[src/rtl/mfd_pkg.sv]
// ----------------------------------------------------------------------------
// mfd_pkg: shared types, constants and tables of the meter frame decoder
// Frame entry type carried between the front and back parts, result status
// codes, unit letters and the unit/range scale table.
// ----------------------------------------------------------------------------
package mfd_pkg;

	// frame delimiters and window geometry
	localparam logic [7:0] CHR_CR       = 8'h0D;
	localparam logic [7:0] CHR_LF       = 8'h0A;
	localparam int         WIN_DEPTH    = 10;
	localparam logic [3:0] COUNT_MAX    = 4'd15;
	localparam logic [3:0] FRAME_BYTES  = 4'd10;
	localparam int         QUEUE_DEPTH  = 2;

	// result status codes
	localparam logic [1:0] STATUS_UPDATED    = 2'd0;
	localparam logic [1:0] STATUS_MALFORMED  = 2'd1;
	localparam logic [1:0] STATUS_OVER_RANGE = 2'd2;

	// unit letters
	localparam logic [7:0] LETTER_V     = 8'h56;
	localparam logic [7:0] LETTER_A     = 8'h41;
	localparam logic [7:0] LETTER_O     = 8'h4F;
	localparam logic [7:0] LETTER_D     = 8'h44;
	localparam logic [7:0] LETTER_H     = 8'h48;
	localparam logic [7:0] LETTER_F     = 8'h46;
	localparam logic [7:0] LETTER_SPACE = 8'h20;

	// one frame as classified by the front part
	typedef struct packed {
		logic       short_frame;
		logic       over_range;
		logic       minus;
		logic [7:0] d0;
		logic [7:0] d1;
		logic [7:0] d2;
		logic [7:0] d3;
		logic [6:0] unit_code;
		logic [6:0] range_code;
	} mfd_frame_t;

	typedef struct packed {
		logic              known;
		logic signed [4:0] exponent;
	} mfd_scale_t;

	// power of ten for a unit/range pair
	function automatic mfd_scale_t scale_of(input logic [6:0] unit_code,
			input logic [6:0] range_code);
		mfd_scale_t s;
		logic [4:0] r;
		s.known    = 1'b0;
		s.exponent = 5'sd0;
		r          = {2'b00, range_code[2:0]};
		case (unit_code)
			7'd0, 7'd1: begin
				if (range_code <= 7'd4) begin
					s.known    = 1'b1;
					s.exponent = $signed(r - 5'd4);
				end
			end
			7'd2, 7'd3: begin
				if (range_code <= 7'd2) begin
					s.known    = 1'b1;
					s.exponent = $signed(r - 5'd6);
				end else if (range_code <= 7'd4) begin
					s.known    = 1'b1;
					s.exponent = -5'sd3;
				end
			end
			7'd4, 7'd5: begin
				if (range_code <= 7'd5) begin
					s.known    = 1'b1;
					s.exponent = $signed(r - 5'd1);
				end
			end
			7'd6: begin
				if (range_code <= 7'd1) begin
					s.known    = 1'b1;
					s.exponent = -5'sd3;
				end
			end
			7'd7, 7'd10: begin
				if (range_code <= 7'd2) begin
					s.known    = 1'b1;
					s.exponent = $signed(r + 5'd1);
				end else if (range_code == 7'd5) begin
					s.known    = 1'b1;
					s.exponent = -5'sd1;
				end else if (range_code == 7'd6) begin
					s.known    = 1'b1;
					s.exponent = 5'sd0;
				end
			end
			7'd8, 7'd9: begin
				if (range_code == 7'd0 || range_code == 7'd2) begin
					s.known    = 1'b1;
					s.exponent = -5'sd2;
				end
			end
			7'd12: begin
				if (range_code <= 7'd4) begin
					s.known    = 1'b1;
					s.exponent = $signed(r - 5'd12);
				end
			end
			default: begin
				s.known    = 1'b0;
				s.exponent = 5'sd0;
			end
		endcase
		return s;
	endfunction

	// ascii letter for a unit code
	function automatic logic [7:0] letter_of(input logic [6:0] unit_code);
		logic [7:0] l;
		case (unit_code)
			7'd0, 7'd1:               l = LETTER_V;
			7'd2, 7'd3, 7'd8, 7'd9:   l = LETTER_A;
			7'd4, 7'd5:               l = LETTER_O;
			7'd6:                     l = LETTER_D;
			7'd7, 7'd10:              l = LETTER_H;
			7'd12:                    l = LETTER_F;
			default:                  l = LETTER_SPACE;
		endcase
		return l;
	endfunction

endpackage

[src/rtl/mfd_front.sv]
// ----------------------------------------------------------------------------
// mfd_front: byte window and frame classifier
// Shifts received bytes into a ten-byte window, spots CR LF frame ends and
// pushes the fields of each frame into the queue.
// ----------------------------------------------------------------------------
module mfd_front (
	input  logic                clk,
	input  logic                arst_n,
	input  logic                in_valid,
	output logic                in_ready,
	input  logic [7:0]          rx_byte,
	output logic                push_valid,
	input  logic                push_ready,
	output mfd_pkg::mfd_frame_t push_data
);

	logic [7:0] win_q [mfd_pkg::WIN_DEPTH];
	logic [3:0] count_q;
	logic       accept;
	logic       frame_end;

	// frame end: LF straight after a CR in a non-empty window
	assign frame_end = (rx_byte == mfd_pkg::CHR_LF) && (count_q != 4'd0)
		&& (win_q[mfd_pkg::WIN_DEPTH-1] == mfd_pkg::CHR_CR);
	assign in_ready   = push_ready;
	assign accept     = in_valid && in_ready;
	assign push_valid = in_valid && frame_end;

	// frame fields out of the window
	always_comb begin
		push_data.short_frame = (count_q < mfd_pkg::FRAME_BYTES);
		push_data.over_range  = win_q[0][0];
		push_data.minus       = win_q[0][3];
		push_data.d0          = win_q[1];
		push_data.d1          = win_q[2];
		push_data.d2          = win_q[3];
		push_data.d3          = win_q[4];
		push_data.unit_code   = win_q[5][6:0];
		push_data.range_code  = win_q[6][6:0];
	end

	// window shift and clear on frame end
	always_ff @(posedge clk or negedge arst_n) begin
		if (!arst_n) begin
			for (int i = 0; i < mfd_pkg::WIN_DEPTH; i++) win_q[i] <= 8'd0;
			count_q <= 4'd0;
		end else if (accept) begin
			if (frame_end) begin
				for (int i = 0; i < mfd_pkg::WIN_DEPTH; i++) win_q[i] <= 8'd0;
				count_q <= 4'd0;
			end else begin
				for (int i = 0; i < mfd_pkg::WIN_DEPTH - 1; i++) win_q[i] <= win_q[i+1];
				win_q[mfd_pkg::WIN_DEPTH-1] <= rx_byte;
				if (count_q != mfd_pkg::COUNT_MAX) count_q <= count_q + 4'd1;
			end
		end
	end

endmodule

[src/rtl/mfd_queue.sv]
// ----------------------------------------------------------------------------
// mfd_queue: frame queue between front and back
// Small show-ahead queue of classified frames so that either side can stall.
// ----------------------------------------------------------------------------
module mfd_queue #(
	parameter int DEPTH = mfd_pkg::QUEUE_DEPTH
) (
	input  logic                clk,
	input  logic                arst_n,
	input  logic                push_valid,
	output logic                push_ready,
	input  mfd_pkg::mfd_frame_t push_data,
	output logic                pop_valid,
	input  logic                pop_ready,
	output mfd_pkg::mfd_frame_t pop_data
);

	localparam int PTR_W = (DEPTH > 1) ? $clog2(DEPTH) : 1;
	localparam int CNT_W = $clog2(DEPTH + 1);

	mfd_pkg::mfd_frame_t entry_q [DEPTH];
	logic [PTR_W-1:0]    wr_ptr_q;
	logic [PTR_W-1:0]    rd_ptr_q;
	logic [CNT_W-1:0]    fill_q;
	logic                do_push;
	logic                do_pop;

	assign push_ready = (fill_q != CNT_W'(DEPTH));
	assign pop_valid  = (fill_q != '0);
	assign pop_data   = entry_q[rd_ptr_q];
	assign do_push    = push_valid && push_ready;
	assign do_pop     = pop_valid && pop_ready;

	// entry storage
	always_ff @(posedge clk) begin
		if (do_push) entry_q[wr_ptr_q] <= push_data;
	end

	// pointers and fill level
	always_ff @(posedge clk or negedge arst_n) begin
		if (!arst_n) begin
			wr_ptr_q <= '0;
			rd_ptr_q <= '0;
			fill_q   <= '0;
		end else begin
			if (do_push) begin
				if (wr_ptr_q == PTR_W'(DEPTH - 1)) wr_ptr_q <= '0;
				else wr_ptr_q <= wr_ptr_q + 1'b1;
			end
			if (do_pop) begin
				if (rd_ptr_q == PTR_W'(DEPTH - 1)) rd_ptr_q <= '0;
				else rd_ptr_q <= rd_ptr_q + 1'b1;
			end
			if (do_push && !do_pop) fill_q <= fill_q + 1'b1;
			else if (do_pop && !do_push) fill_q <= fill_q - 1'b1;
		end
	end

endmodule

[src/rtl/mfd_back.sv]
// ----------------------------------------------------------------------------
// mfd_back: reading decoder and result register
// Takes a frame from the queue, updates the held reading if the frame is good
// and in range, and presents the result beat in an output register.
// ----------------------------------------------------------------------------
module mfd_back (
	input  logic                clk,
	input  logic                arst_n,
	input  logic                pop_valid,
	output logic                pop_ready,
	input  mfd_pkg::mfd_frame_t pop_data,
	output logic                out_valid,
	input  logic                out_ready,
	output logic [1:0]          frame_status,
	output logic                reading_negative,
	output logic [18:0]         reading_magnitude,
	output logic signed [4:0]   reading_exponent,
	output logic                scale_known,
	output logic [7:0]          unit_letter
);

	logic                valid_q;
	logic                neg_q;
	logic [18:0]         mag_q;
	logic signed [4:0]   exp_q;
	logic                known_q;
	logic [7:0]          unit_q;
	logic [1:0]          status_q;
	logic                take;
	logic [18:0]         mag;
	mfd_pkg::mfd_scale_t scale;
	logic                update;

	assign pop_ready = !valid_q || out_ready;
	assign take      = pop_valid && pop_ready;
	assign update    = !pop_data.short_frame && !pop_data.over_range;

	// digit sum and scale lookup
	always_comb begin
		mag = 19'(pop_data.d0) + 19'(pop_data.d1) * 19'd10
			+ 19'(pop_data.d2) * 19'd100 + 19'(pop_data.d3) * 19'd1000;
		scale = mfd_pkg::scale_of(pop_data.unit_code, pop_data.range_code);
	end

	// held reading, updated only by a good in-range frame
	always_ff @(posedge clk or negedge arst_n) begin
		if (!arst_n) begin
			neg_q   <= 1'b0;
			mag_q   <= '0;
			exp_q   <= '0;
			known_q <= 1'b0;
			unit_q  <= mfd_pkg::LETTER_SPACE;
		end else if (take && update) begin
			unit_q  <= mfd_pkg::letter_of(pop_data.unit_code);
			known_q <= scale.known;
			if (scale.known) begin
				mag_q <= mag;
				exp_q <= scale.exponent;
				neg_q <= pop_data.minus && (mag != 19'd0);
			end else begin
				mag_q <= '0;
				exp_q <= '0;
				neg_q <= 1'b0;
			end
		end
	end

	// result status
	always_ff @(posedge clk) begin
		if (take) begin
			if (pop_data.short_frame) status_q <= mfd_pkg::STATUS_MALFORMED;
			else if (pop_data.over_range) status_q <= mfd_pkg::STATUS_OVER_RANGE;
			else status_q <= mfd_pkg::STATUS_UPDATED;
		end
	end

	// result beat valid
	always_ff @(posedge clk or negedge arst_n) begin
		if (!arst_n) valid_q <= 1'b0;
		else if (take) valid_q <= 1'b1;
		else if (out_ready) valid_q <= 1'b0;
	end

	assign out_valid         = valid_q;
	assign frame_status      = status_q;
	assign reading_negative  = neg_q;
	assign reading_magnitude = mag_q;
	assign reading_exponent  = exp_q;
	assign scale_known       = known_q;
	assign unit_letter       = unit_q;

endmodule

[src/rtl/meter_frame_decoder_unit.sv]
// ----------------------------------------------------------------------------
// meter_frame_decoder_unit: multimeter serial frame decoder
// Accepts one received byte per cycle while the frame queue has room; each CR LF frame end gives one result.
// ----------------------------------------------------------------------------
// result path: the edge that accepts the LF pushes the frame into the queue; the back then loads the result register
// throughput: one byte per cycle while the queue has room, one result per cycle while out_ready holds
// the frame queue (QUEUE_DEPTH entries) sets how long the back may stall
// before in_ready drops
// reset: window, byte count, queue and result valid clear; held reading is
// zero with unit letter space
module meter_frame_decoder_unit #(
	parameter int QUEUE_DEPTH = mfd_pkg::QUEUE_DEPTH
) (
	input  logic              clk,
	input  logic              arst_n,
	input  logic              in_valid,
	output logic              in_ready,
	input  logic [7:0]        rx_byte,
	output logic              out_valid,
	input  logic              out_ready,
	output logic [1:0]        frame_status,
	output logic              reading_negative,
	output logic [18:0]       reading_magnitude,
	output logic signed [4:0] reading_exponent,
	output logic              scale_known,
	output logic [7:0]        unit_letter
);

	logic                push_valid;
	logic                push_ready;
	mfd_pkg::mfd_frame_t push_data;
	logic                pop_valid;
	logic                pop_ready;
	mfd_pkg::mfd_frame_t pop_data;

	// byte window and frame classifier
	mfd_front u_front (
		.clk        (clk),
		.arst_n     (arst_n),
		.in_valid   (in_valid),
		.in_ready   (in_ready),
		.rx_byte    (rx_byte),
		.push_valid (push_valid),
		.push_ready (push_ready),
		.push_data  (push_data)
	);

	// frame queue
	mfd_queue #(
		.DEPTH (QUEUE_DEPTH)
	) u_queue (
		.clk        (clk),
		.arst_n     (arst_n),
		.push_valid (push_valid),
		.push_ready (push_ready),
		.push_data  (push_data),
		.pop_valid  (pop_valid),
		.pop_ready  (pop_ready),
		.pop_data   (pop_data)
	);

	// reading decoder
	mfd_back u_back (
		.clk               (clk),
		.arst_n            (arst_n),
		.pop_valid         (pop_valid),
		.pop_ready         (pop_ready),
		.pop_data          (pop_data),
		.out_valid         (out_valid),
		.out_ready         (out_ready),
		.frame_status      (frame_status),
		.reading_negative  (reading_negative),
		.reading_magnitude (reading_magnitude),
		.reading_exponent  (reading_exponent),
		.scale_known       (scale_known),
		.unit_letter       (unit_letter)
	);

	// a beat that leaves the reading alone repeats the previous beat's reading
	a_held_kept: assert property (@(posedge clk) disable iff (!arst_n)
		out_valid && out_ready ##1 out_valid && frame_status != mfd_pkg::STATUS_UPDATED
		|-> $stable(reading_magnitude) && $stable(reading_exponent)
			&& $stable(unit_letter) && $stable(reading_negative))
		else $error("held reading changed without an updating frame");

	// unknown scale means a zero value with no sign
	a_unknown_zero: assert property (@(posedge clk) disable iff (!arst_n)
		out_valid && !scale_known
		|-> reading_magnitude == 19'd0 && reading_exponent == 5'sd0 && !reading_negative)
		else $error("unknown scale with non-zero reading");

	// a negative reading is never zero
	a_neg_nonzero: assert property (@(posedge clk) disable iff (!arst_n)
		out_valid && reading_negative |-> reading_magnitude != 19'd0)
		else $error("negative zero reading");

	// a frame end is never pushed into a full queue
	a_no_overflow: assert property (@(posedge clk) disable iff (!arst_n)
		push_valid && !push_ready |-> !(in_valid && in_ready))
		else $error("frame end accepted with the queue full");

endmodule
[config.mk]
export PLATFORM = sky130hd
export DESIGN_NAME = meter_frame_decoder_unit
export DESIGN_NICKNAME = d
export VERILOG_FILES = /design/src/rtl/mfd_pkg.sv /design/src/rtl/mfd_front.sv /design/src/rtl/mfd_queue.sv /design/src/rtl/mfd_back.sv /design/src/rtl/meter_frame_decoder_unit.sv
export SDC_FILE = /design/constraint.sdc
export NUM_CORES = 1
export LEC_CHECK = 0
export BUFFER_PORTS_ARGS = -buffer_cell sky130_fd_sc_hd__buf_4
export CORE_MARGIN = 8
export CORE_UTILIZATION = 55
export DETAILED_ROUTE_END_ITERATION = 8
export GPL_TIMING_DRIVEN = 1
export PLACE_DENSITY = 0.71
export SYNTH_ARGS = -nofsm -noshare
export SYNTH_HDL_FRONTEND = slang
export SYNTH_SLANG_ARGS = --single-unit
[constraint.sdc]
create_clock -name clk -period 21.3 [get_ports clk]
set_input_delay 3.195 -clock clk [delete_from_list [all_inputs] [get_ports clk]]
set_output_delay 3.195 -clock clk [all_outputs]
set_load 0.01 [all_outputs]
==> flow_summary_export.csv, run 1 <==
group,metric,value,unit
status,outcome,"completed",
synth,synth.area.top_cells,"edfxtp_1 (24%), dfrtp_1 (23%), ha_1 (12%), nand2_1 (6.4%), fa_1 (6.0%)",
timing,min_period,7430,ps
synth,synth.most_common_cell,"nand2_1",
critical_path,worst_ep_required_time,21670,ps
grt,grt_pass1_vias,8265,
worst_hold_path,hp-class,"flip-flop to flip-flop",
place,hpwl,17600,um
synth,synth_compound_area_share,10.5,%
critical_path,cp_slowest_stage_delay,760,ps
synth,synth_area_leader_cell,"edfxtp_1",
synth,synth-edff-count,100,
clock_network,clkSlewWorstSetupHoldPaths,60,ps
detailed_routing,vias,8068,
clock_network,ctsHoldBuffers,0,
finish,drive_gt1_share,11.8,%
place,portBuffers,48,
place,gp_congestion,0.863,
timing,holdWs,461,ps
synth,synth-simple-area-share,11.2,%
synth,synth_nets,1279,
detailed_routing,wirelength,24800,um
floorplanning,coreArea,21800,um2
detailed_routing,viasPerCell,5.53,
timing,setup-violations-final,0,
synth,yosys_most_used_dff,"dfrtp_1",
critical_path,path_max_fanout,29,
detailed_routing,drt_iter0_drc,414,
grt,grt_overflow,0,
timing,tightest_slew,935,ps
floorplanning,initial_core_util,56.2,%
detailed_routing,avgRoutedWirePerCell,17.0,um
critical_path,worstSetupStartpointType,"flip-flop",
floorplanning,fp.dieW,165,um
synth,ys_types,69,
synth,yosys.area.top_type_share,24.5,%
synth,synth-xor-area-share,3.72,%
floorplanning,die_h,165,um
timing,finalHoldViolCount,0,
detailed_routing,drc,0,
grt,grtUsageTotal,18.8,%
timing,fin_skew,16.6,ps
timing,fin_setup_tns,0,ps
synth,synth_top_family_by_area,"adder cells",
clock_network,cts_sinks,216,
critical_path,cp_common_cell,"inv_1",
grt,antenna_found_initial,0,
flow_run,cap_violations,0,
timing,fmax,0.135,GHz
floorplanning,rows,54,
grt,grt_pass1_wl,41600,um
critical_path,crit_chain,"buf_4 > mux2i_1 > inv_1 > fa_1 > inv_1 > fa_1 > inv_1 > fa_1 > inv_1 > fa_1 > inv_1 > ha_1 > o21a_1 > o21a_1 > a2111oi_0 > nor2_1 > xnor2_1 > ha_1 > or4_1 > nor4_1 > nand4_1 > nor4_1 > and4_1 > a41oi_1",
synth,postSynthCellCount,1116,
clock_network,cts_buffers,23,
floorplanning,die_area,27300,um2
clock_network,cts.repair.resized,0,
synth,syn_avg_cell_area,11.0,um2
synth,yosys-top-cells-count,"nand2_1 (209), dfrtp_1 (115), ha_1 (114)",
synth,synthAdderAreaFrac,17.8,%
synth,synth_seq_cells,216,
finish,area_growth,12.0,%
synth,syn_area,12300,um2
clock_network,cts_setup_buffers,0,
critical_path,crit_slowest_cell,"dfrtp_2",
clock_network,cts_buffer_depth,3,
finish,nets,1326,
finish,n_fill_cell,1750,
synth,yosysSeqAreaShare,48.2,%
detailed_routing,ant_nets,0,
timing,slew_headroom,36.9,%
critical_path,crit_arrival,7800,ps
synth,synthMuxAreaShare,4.53,%
clock_network,worstSkewPairLatency,530,ps
critical_path,crit_type,"flip-flop to flip-flop",
detailed_routing,dr.pass1.iters,5,
grt,grt_max_degree,77,
timing,drv_slew,0,
clock_network,ctsHtreeMaxLevel,1,
synth,async_flop_share,53.7,%
floorplanning,ioPinCount,50,
clock_network,root_buffer,"clkbuf_16",
timing,period_share,34.9,%
timing,rsz0062_at_grt,"false",
finish,antenna_cells,0,
critical_path,cp-end-kind,"flip-flop",
synth,yosys_warnings,0,
clock_network,cts_tree,"built",
==> cell usage in the layout (no fill, tap or decap), types with 6 or more instances in the layout <==
| cell type | instances |
|---|---|
| nand2_1 | 208 |
| ha_1 | 114 |
| dfrtp_1 | 114 |
| edfxtp_1 | 100 |
| inv_1 | 89 |
| o21ai_0 | 84 |
| buf_4 | 56 |
| a21oi_1 | 37 |
| fa_1 | 37 |
| xnor2_1 | 31 |
| nor2_1 | 30 |
| mux2_2 | 23 |
| clkbuf_16 | 23 |
| xor2_1 | 21 |
| mux2i_1 | 20 |
| a22o_1 | 16 |
| nand3_1 | 12 |
| o21ai_1 | 12 |
| a21o_1 | 10 |
| nor3_1 | 10 |
| nand2b_1 | 7 |
| o21bai_1 | 6 |
==> worst max-delay path: cells and delay by family, from the launching register on <==
family	cells	cell delay, ps
flip-flops	1	760
adder cells (fa/ha/maj)	6	2620
AND/OR/NAND/NOR	6	1250
AO/OA/AOI/OAI	4	1150
XOR/XNOR	1	160
multiplexers	1	360
buffers and inverters	6	940
==> sequential cells by signal, summed over array words and instances (netlist names) <==
| register | flops |
|---|---|
| u_queue.rd_ptr_q | 1 |
| u_back.reading_exponent | 5 |
| u_front.push_data | 48 |
| u_queue.fill_q | 2 |
| u_back.scale_known | 1 |
| u_front.win_q | 26 |
| u_back.out_valid | 1 |
| u_queue.wr_ptr_q | 1 |
| u_back.unit_letter | 7 |
| u_back.frame_status | 2 |
| u_front.count_q | 4 |
| u_queue.entry_q | 98 |
| u_back.reading_negative | 1 |
| u_back.reading_magnitude | 19 |
==> worst paths after layout <==
path / start / end / slack [ps] / cells after the start
setup / recovery: u_queue.rd_ptr_q / u_back.reading_negative / 13870 / 24
hold / removal: u_front.push_data[44] / u_queue.entry_q[1][44] / 460 / 0
setup reg to reg: u_queue.rd_ptr_q / u_back.reading_negative / 13870 / 24
hold reg to reg: u_front.push_data[44] / u_queue.entry_q[1][44] / 460 / 0
max in group asynchronous: arst_n / u_back.reading_magnitude[16] / 17280 / 2
min in group asynchronous: arst_n / u_front.win_q[6] / 2770 / 1
==> area by class of cell <==
cell class | instances | area [um2] | share of cell area (%)
clock buffer | 33 | 663 | 4.83
clock inverter | 9 | 161 | 1.18
inverter | 92 | 345 | 2.52
multi-input combinational | 774 | 5880 | 42.8
sequential | 216 | 5910 | 43.0
tap | 280 | 350 | 2.55
timing repair buffer | 56 | 420 | 3.06
==> logic make-up (layout without fill, tap and decap cells) <==
family | Yosys count | count (layout)
buffers and inverters | 126 | 190
adders and majority gates | 153 | 153
xor gates and xnor gates | 52 | 52
muxes | 48 | 48
AOI/OAI and AO/OA | 208 | 208
DFF | 216 | 216
other | 2 | 2
and+or+nand+nor | 311 | 311
==> routing by layer <==
metal | vias up | global-route usage [%] | wire length [um]
met5 | - | 0 | 0
met3 | 41 | 2.80 | 1190
li1 | 3960 | - | -
met2 | 167 | 30.5 | 11300
met1 | 3900 | 26.0 | 11700
met4 | 0 | 5.32 | 621
==> stage by stage <==
| step | cell area (um2) | setup slack (ps) | cells | utilization (%) |
|---|---|---|---|---|
| after floorplan | 12300 | 14350 | 1116 | - |
| after global placement | 12900 | 14080 | 1418 | 59.1 |
| after detailed placement | 12900 | 13940 | 1418 | 59.1 |
| after CTS | 13700 | 13930 | 1460 | 62.9 |
| after global routing | 13700 | 13460 | 1460 | 62.9 |
| final | 13700 | 13870 | 1460 | 62.9 |
Power of run 1 is not shown: default switching activity piles up to over one toggle a cycle in this logic, so the estimate is an artifact.
==> run 2: changes to the inputs <==
==> constraint.sdc (replaced) <==
create_clock -name clk -period 7.3 [get_ports clk]
set_input_delay 1.095 -clock clk [delete_from_list [all_inputs] [get_ports clk]]
set_output_delay 1.095 -clock clk [all_outputs]
set_load 0.01 [all_outputs]
==> run 2 against run 1 <==
Non-clock buffer count grew 1; register-to-register slack lost 13000 ps; flip-flop and latch count is the same; utilization shrank 0.48 points; final cell count is essentially flat.
==> flow_summary_export.csv, run 2 (synthesis gave the netlist of run 1 again) <==
group,metric,value,unit
finish,final_common_cell,"nand2_1",
detailed_routing,wirelength,24600,um
grt,grt_overflow,0,
timing,period_share,90.7,%
detailed_routing,dr.pass1.iters,5,
finish,drive_gt1_share,11.3,%
critical_path,path_max_fanout,18,
finish,antenna_cells,0,
critical_path,cp_top_family,"adder cells",
timing,fin_setup_tns,0,ps
finish,multi_input_area,5880,um2
grt,grt_pass1_vias,8015,
place,gp_congestion,0.868,
finish,most-common-layout-cells,"nand2_1 (208), ha_1 (114), dfrtp_1 (114)",
status,outcome,"completed",
clock_network,ctsHoldBuffers,0,
timing,rsz0062_at_grt,"false",
detailed_routing,viasPerCell,5.45,
clock_network,root_buffer,"clkbuf_16",
clock_network,worstSkewPairLatency,530,ps
finish,top_register,"u_queue.entry_q",
detailed_routing,wl_met1,11500,um
critical_path,worstSetupStartpointType,"flip-flop",
timing,tightest_slew,926,ps
clock_network,cts_setup_buffers,0,
grt,grt_max_degree,77,
timing,setup-violations-final,0,
grt,grt_pass1_wl,40900,um
critical_path,crit_chain,"buf_4 > mux2i_1 > inv_1 > ha_1 > inv_1 > fa_1 > inv_1 > fa_1 > ha_1 > ha_1 > o21a_1 > o21a_1 > a2111oi_0 > nor2_1 > xnor2_1 > ha_1 > or4_1 > nor4_1 > nand4_1 > nor4_1 > and4_1 > a41oi_1",
clock_network,ctsHtreeMaxLevel,1,
floorplanning,initial_core_util,56.2,%
critical_path,crit_slowest_cell,"dfrtp_2",
detailed_routing,avgRoutedWirePerCell,16.8,um
grt,grtUsageTotal,18.4,%
critical_path,worst-path-buf-inv,4,
clock_network,cts_sinks,216,
clock_network,cts_tree,"built",
finish,n_fill_cell,1784,
flow_run,cap_violations,0,
timing,fmax,0.151,GHz
critical_path,reg2reg_depth,22,
detailed_routing,drc,0,
clock_network,cts_buffers,23,
detailed_routing,met3_wirelength,1100,um
floorplanning,ioPinCount,50,
critical_path,cp-end-kind,"flip-flop",
timing,drv_slew,0,
worst_hold_path,min_path_cells,2,
critical_path,reg2reg_slack,680,ps
finish,area_growth,11.1,%
timing,slew_headroom,37.5,%
clock_network,clkSlewWorstSetupHoldPaths,60,ps
place,hpwl,17600,um
detailed_routing,wl_met2,11200,um
place,portBuffers,48,
critical_path,cp_common_cell,"ha_1",
worst_hold_path,hp-class,"flip-flop to flip-flop",
clock_network,cts.repair.resized,0,
critical_path,cp_slowest_stage_delay,630,ps
timing,finalHoldViolCount,0,
floorplanning,die_area,27300,um2
grt,antenna_found_initial,0,
floorplanning,die_h,165,um
clock_network,cts_buffer_depth,3,
detailed_routing,drt_iter0_drc,520,
floorplanning,coreArea,21800,um2
floorplanning,rows,54,
floorplanning,fp.dieW,165,um
critical_path,worst_ep_required_time,7670,ps
critical_path,crit_arrival,6990,ps
finish,largest_reg_flops,98,
critical_path,crit_type,"flip-flop to flip-flop",
detailed_routing,ant_nets,0,
finish,nets,1327,
timing,fin_skew,15.0,ps
timing,min_period,6620,ps
critical_path,worstSetupPathDepth,22,
detailed_routing,routed.top_layer,"met4",
finish,regArea,5910,um2
detailed_routing,vias,7961,
run 2: cell types whose count changed in the layout (fill, tap and decap cells not counted), sizes merged:
cell | previous run | this run
clkinvlp | 1 | 3
bufinv | 4 | 1
clkbuf | 33 | 35
buf | 56 | 57
clkinv | 3 | 2
run 2: layer usage:
| metal | up-vias | GRT usage, % |
|---|---|---|
| met4 | 0 | 5.64 |
| met2 | 165 | 29.8 |
| met1 | 3792 | 25.4 |
| met3 | 44 | 2.80 |
| li1 | 3960 | - |
| met5 | - | 0 |
run 2: layout make-up:
class	instances	share of cell area [%]
sequential	216	43.4
multi-input combinational	774	43.1
clock buffer	35	4.63
timing repair buffer	57	3.14
tap	280	2.57
inverter	92	2.54
clock inverter	7	0.597
run 2: through the flow:
stage | cell area, um2 | hold WS (ps) | setup WS (ps) | utilization (%) | cells
after floorplan | 12300 | 442 | 351 | - | 1116
after global placement | 12900 | 446 | 829 | 59.1 | 1419
after detailed placement | 12900 | 458 | 682 | 59.1 | 1419
after CTS | 13600 | 472 | 652 | 62.4 | 1461
after global routing | 13600 | 484 | 136 | 62.4 | 1461
final | 13600 | 467 | 678 | 62.4 | 1461
run 2: worst paths after layout:
path | start | end
setup reg to reg | u_queue.rd_ptr_q | u_back.reading_negative
min in group asynchronous | arst_n | u_front.win_q[6]
hold / removal | u_back.reading_exponent[4] | u_back.reading_exponent[4]
setup / recovery | u_queue.rd_ptr_q | u_back.reading_negative
max in group asynchronous | arst_n | u_queue.rd_ptr_q
hold reg to reg | u_back.reading_exponent[4] | u_back.reading_exponent[4]
run 2: tightest hold or removal path, cell delays in order (launching register included):
cell and delay, ps:
dfrtp_1 340, nand2_1 50, nand2_1 50
Power of run 2 is left out for the same reason.
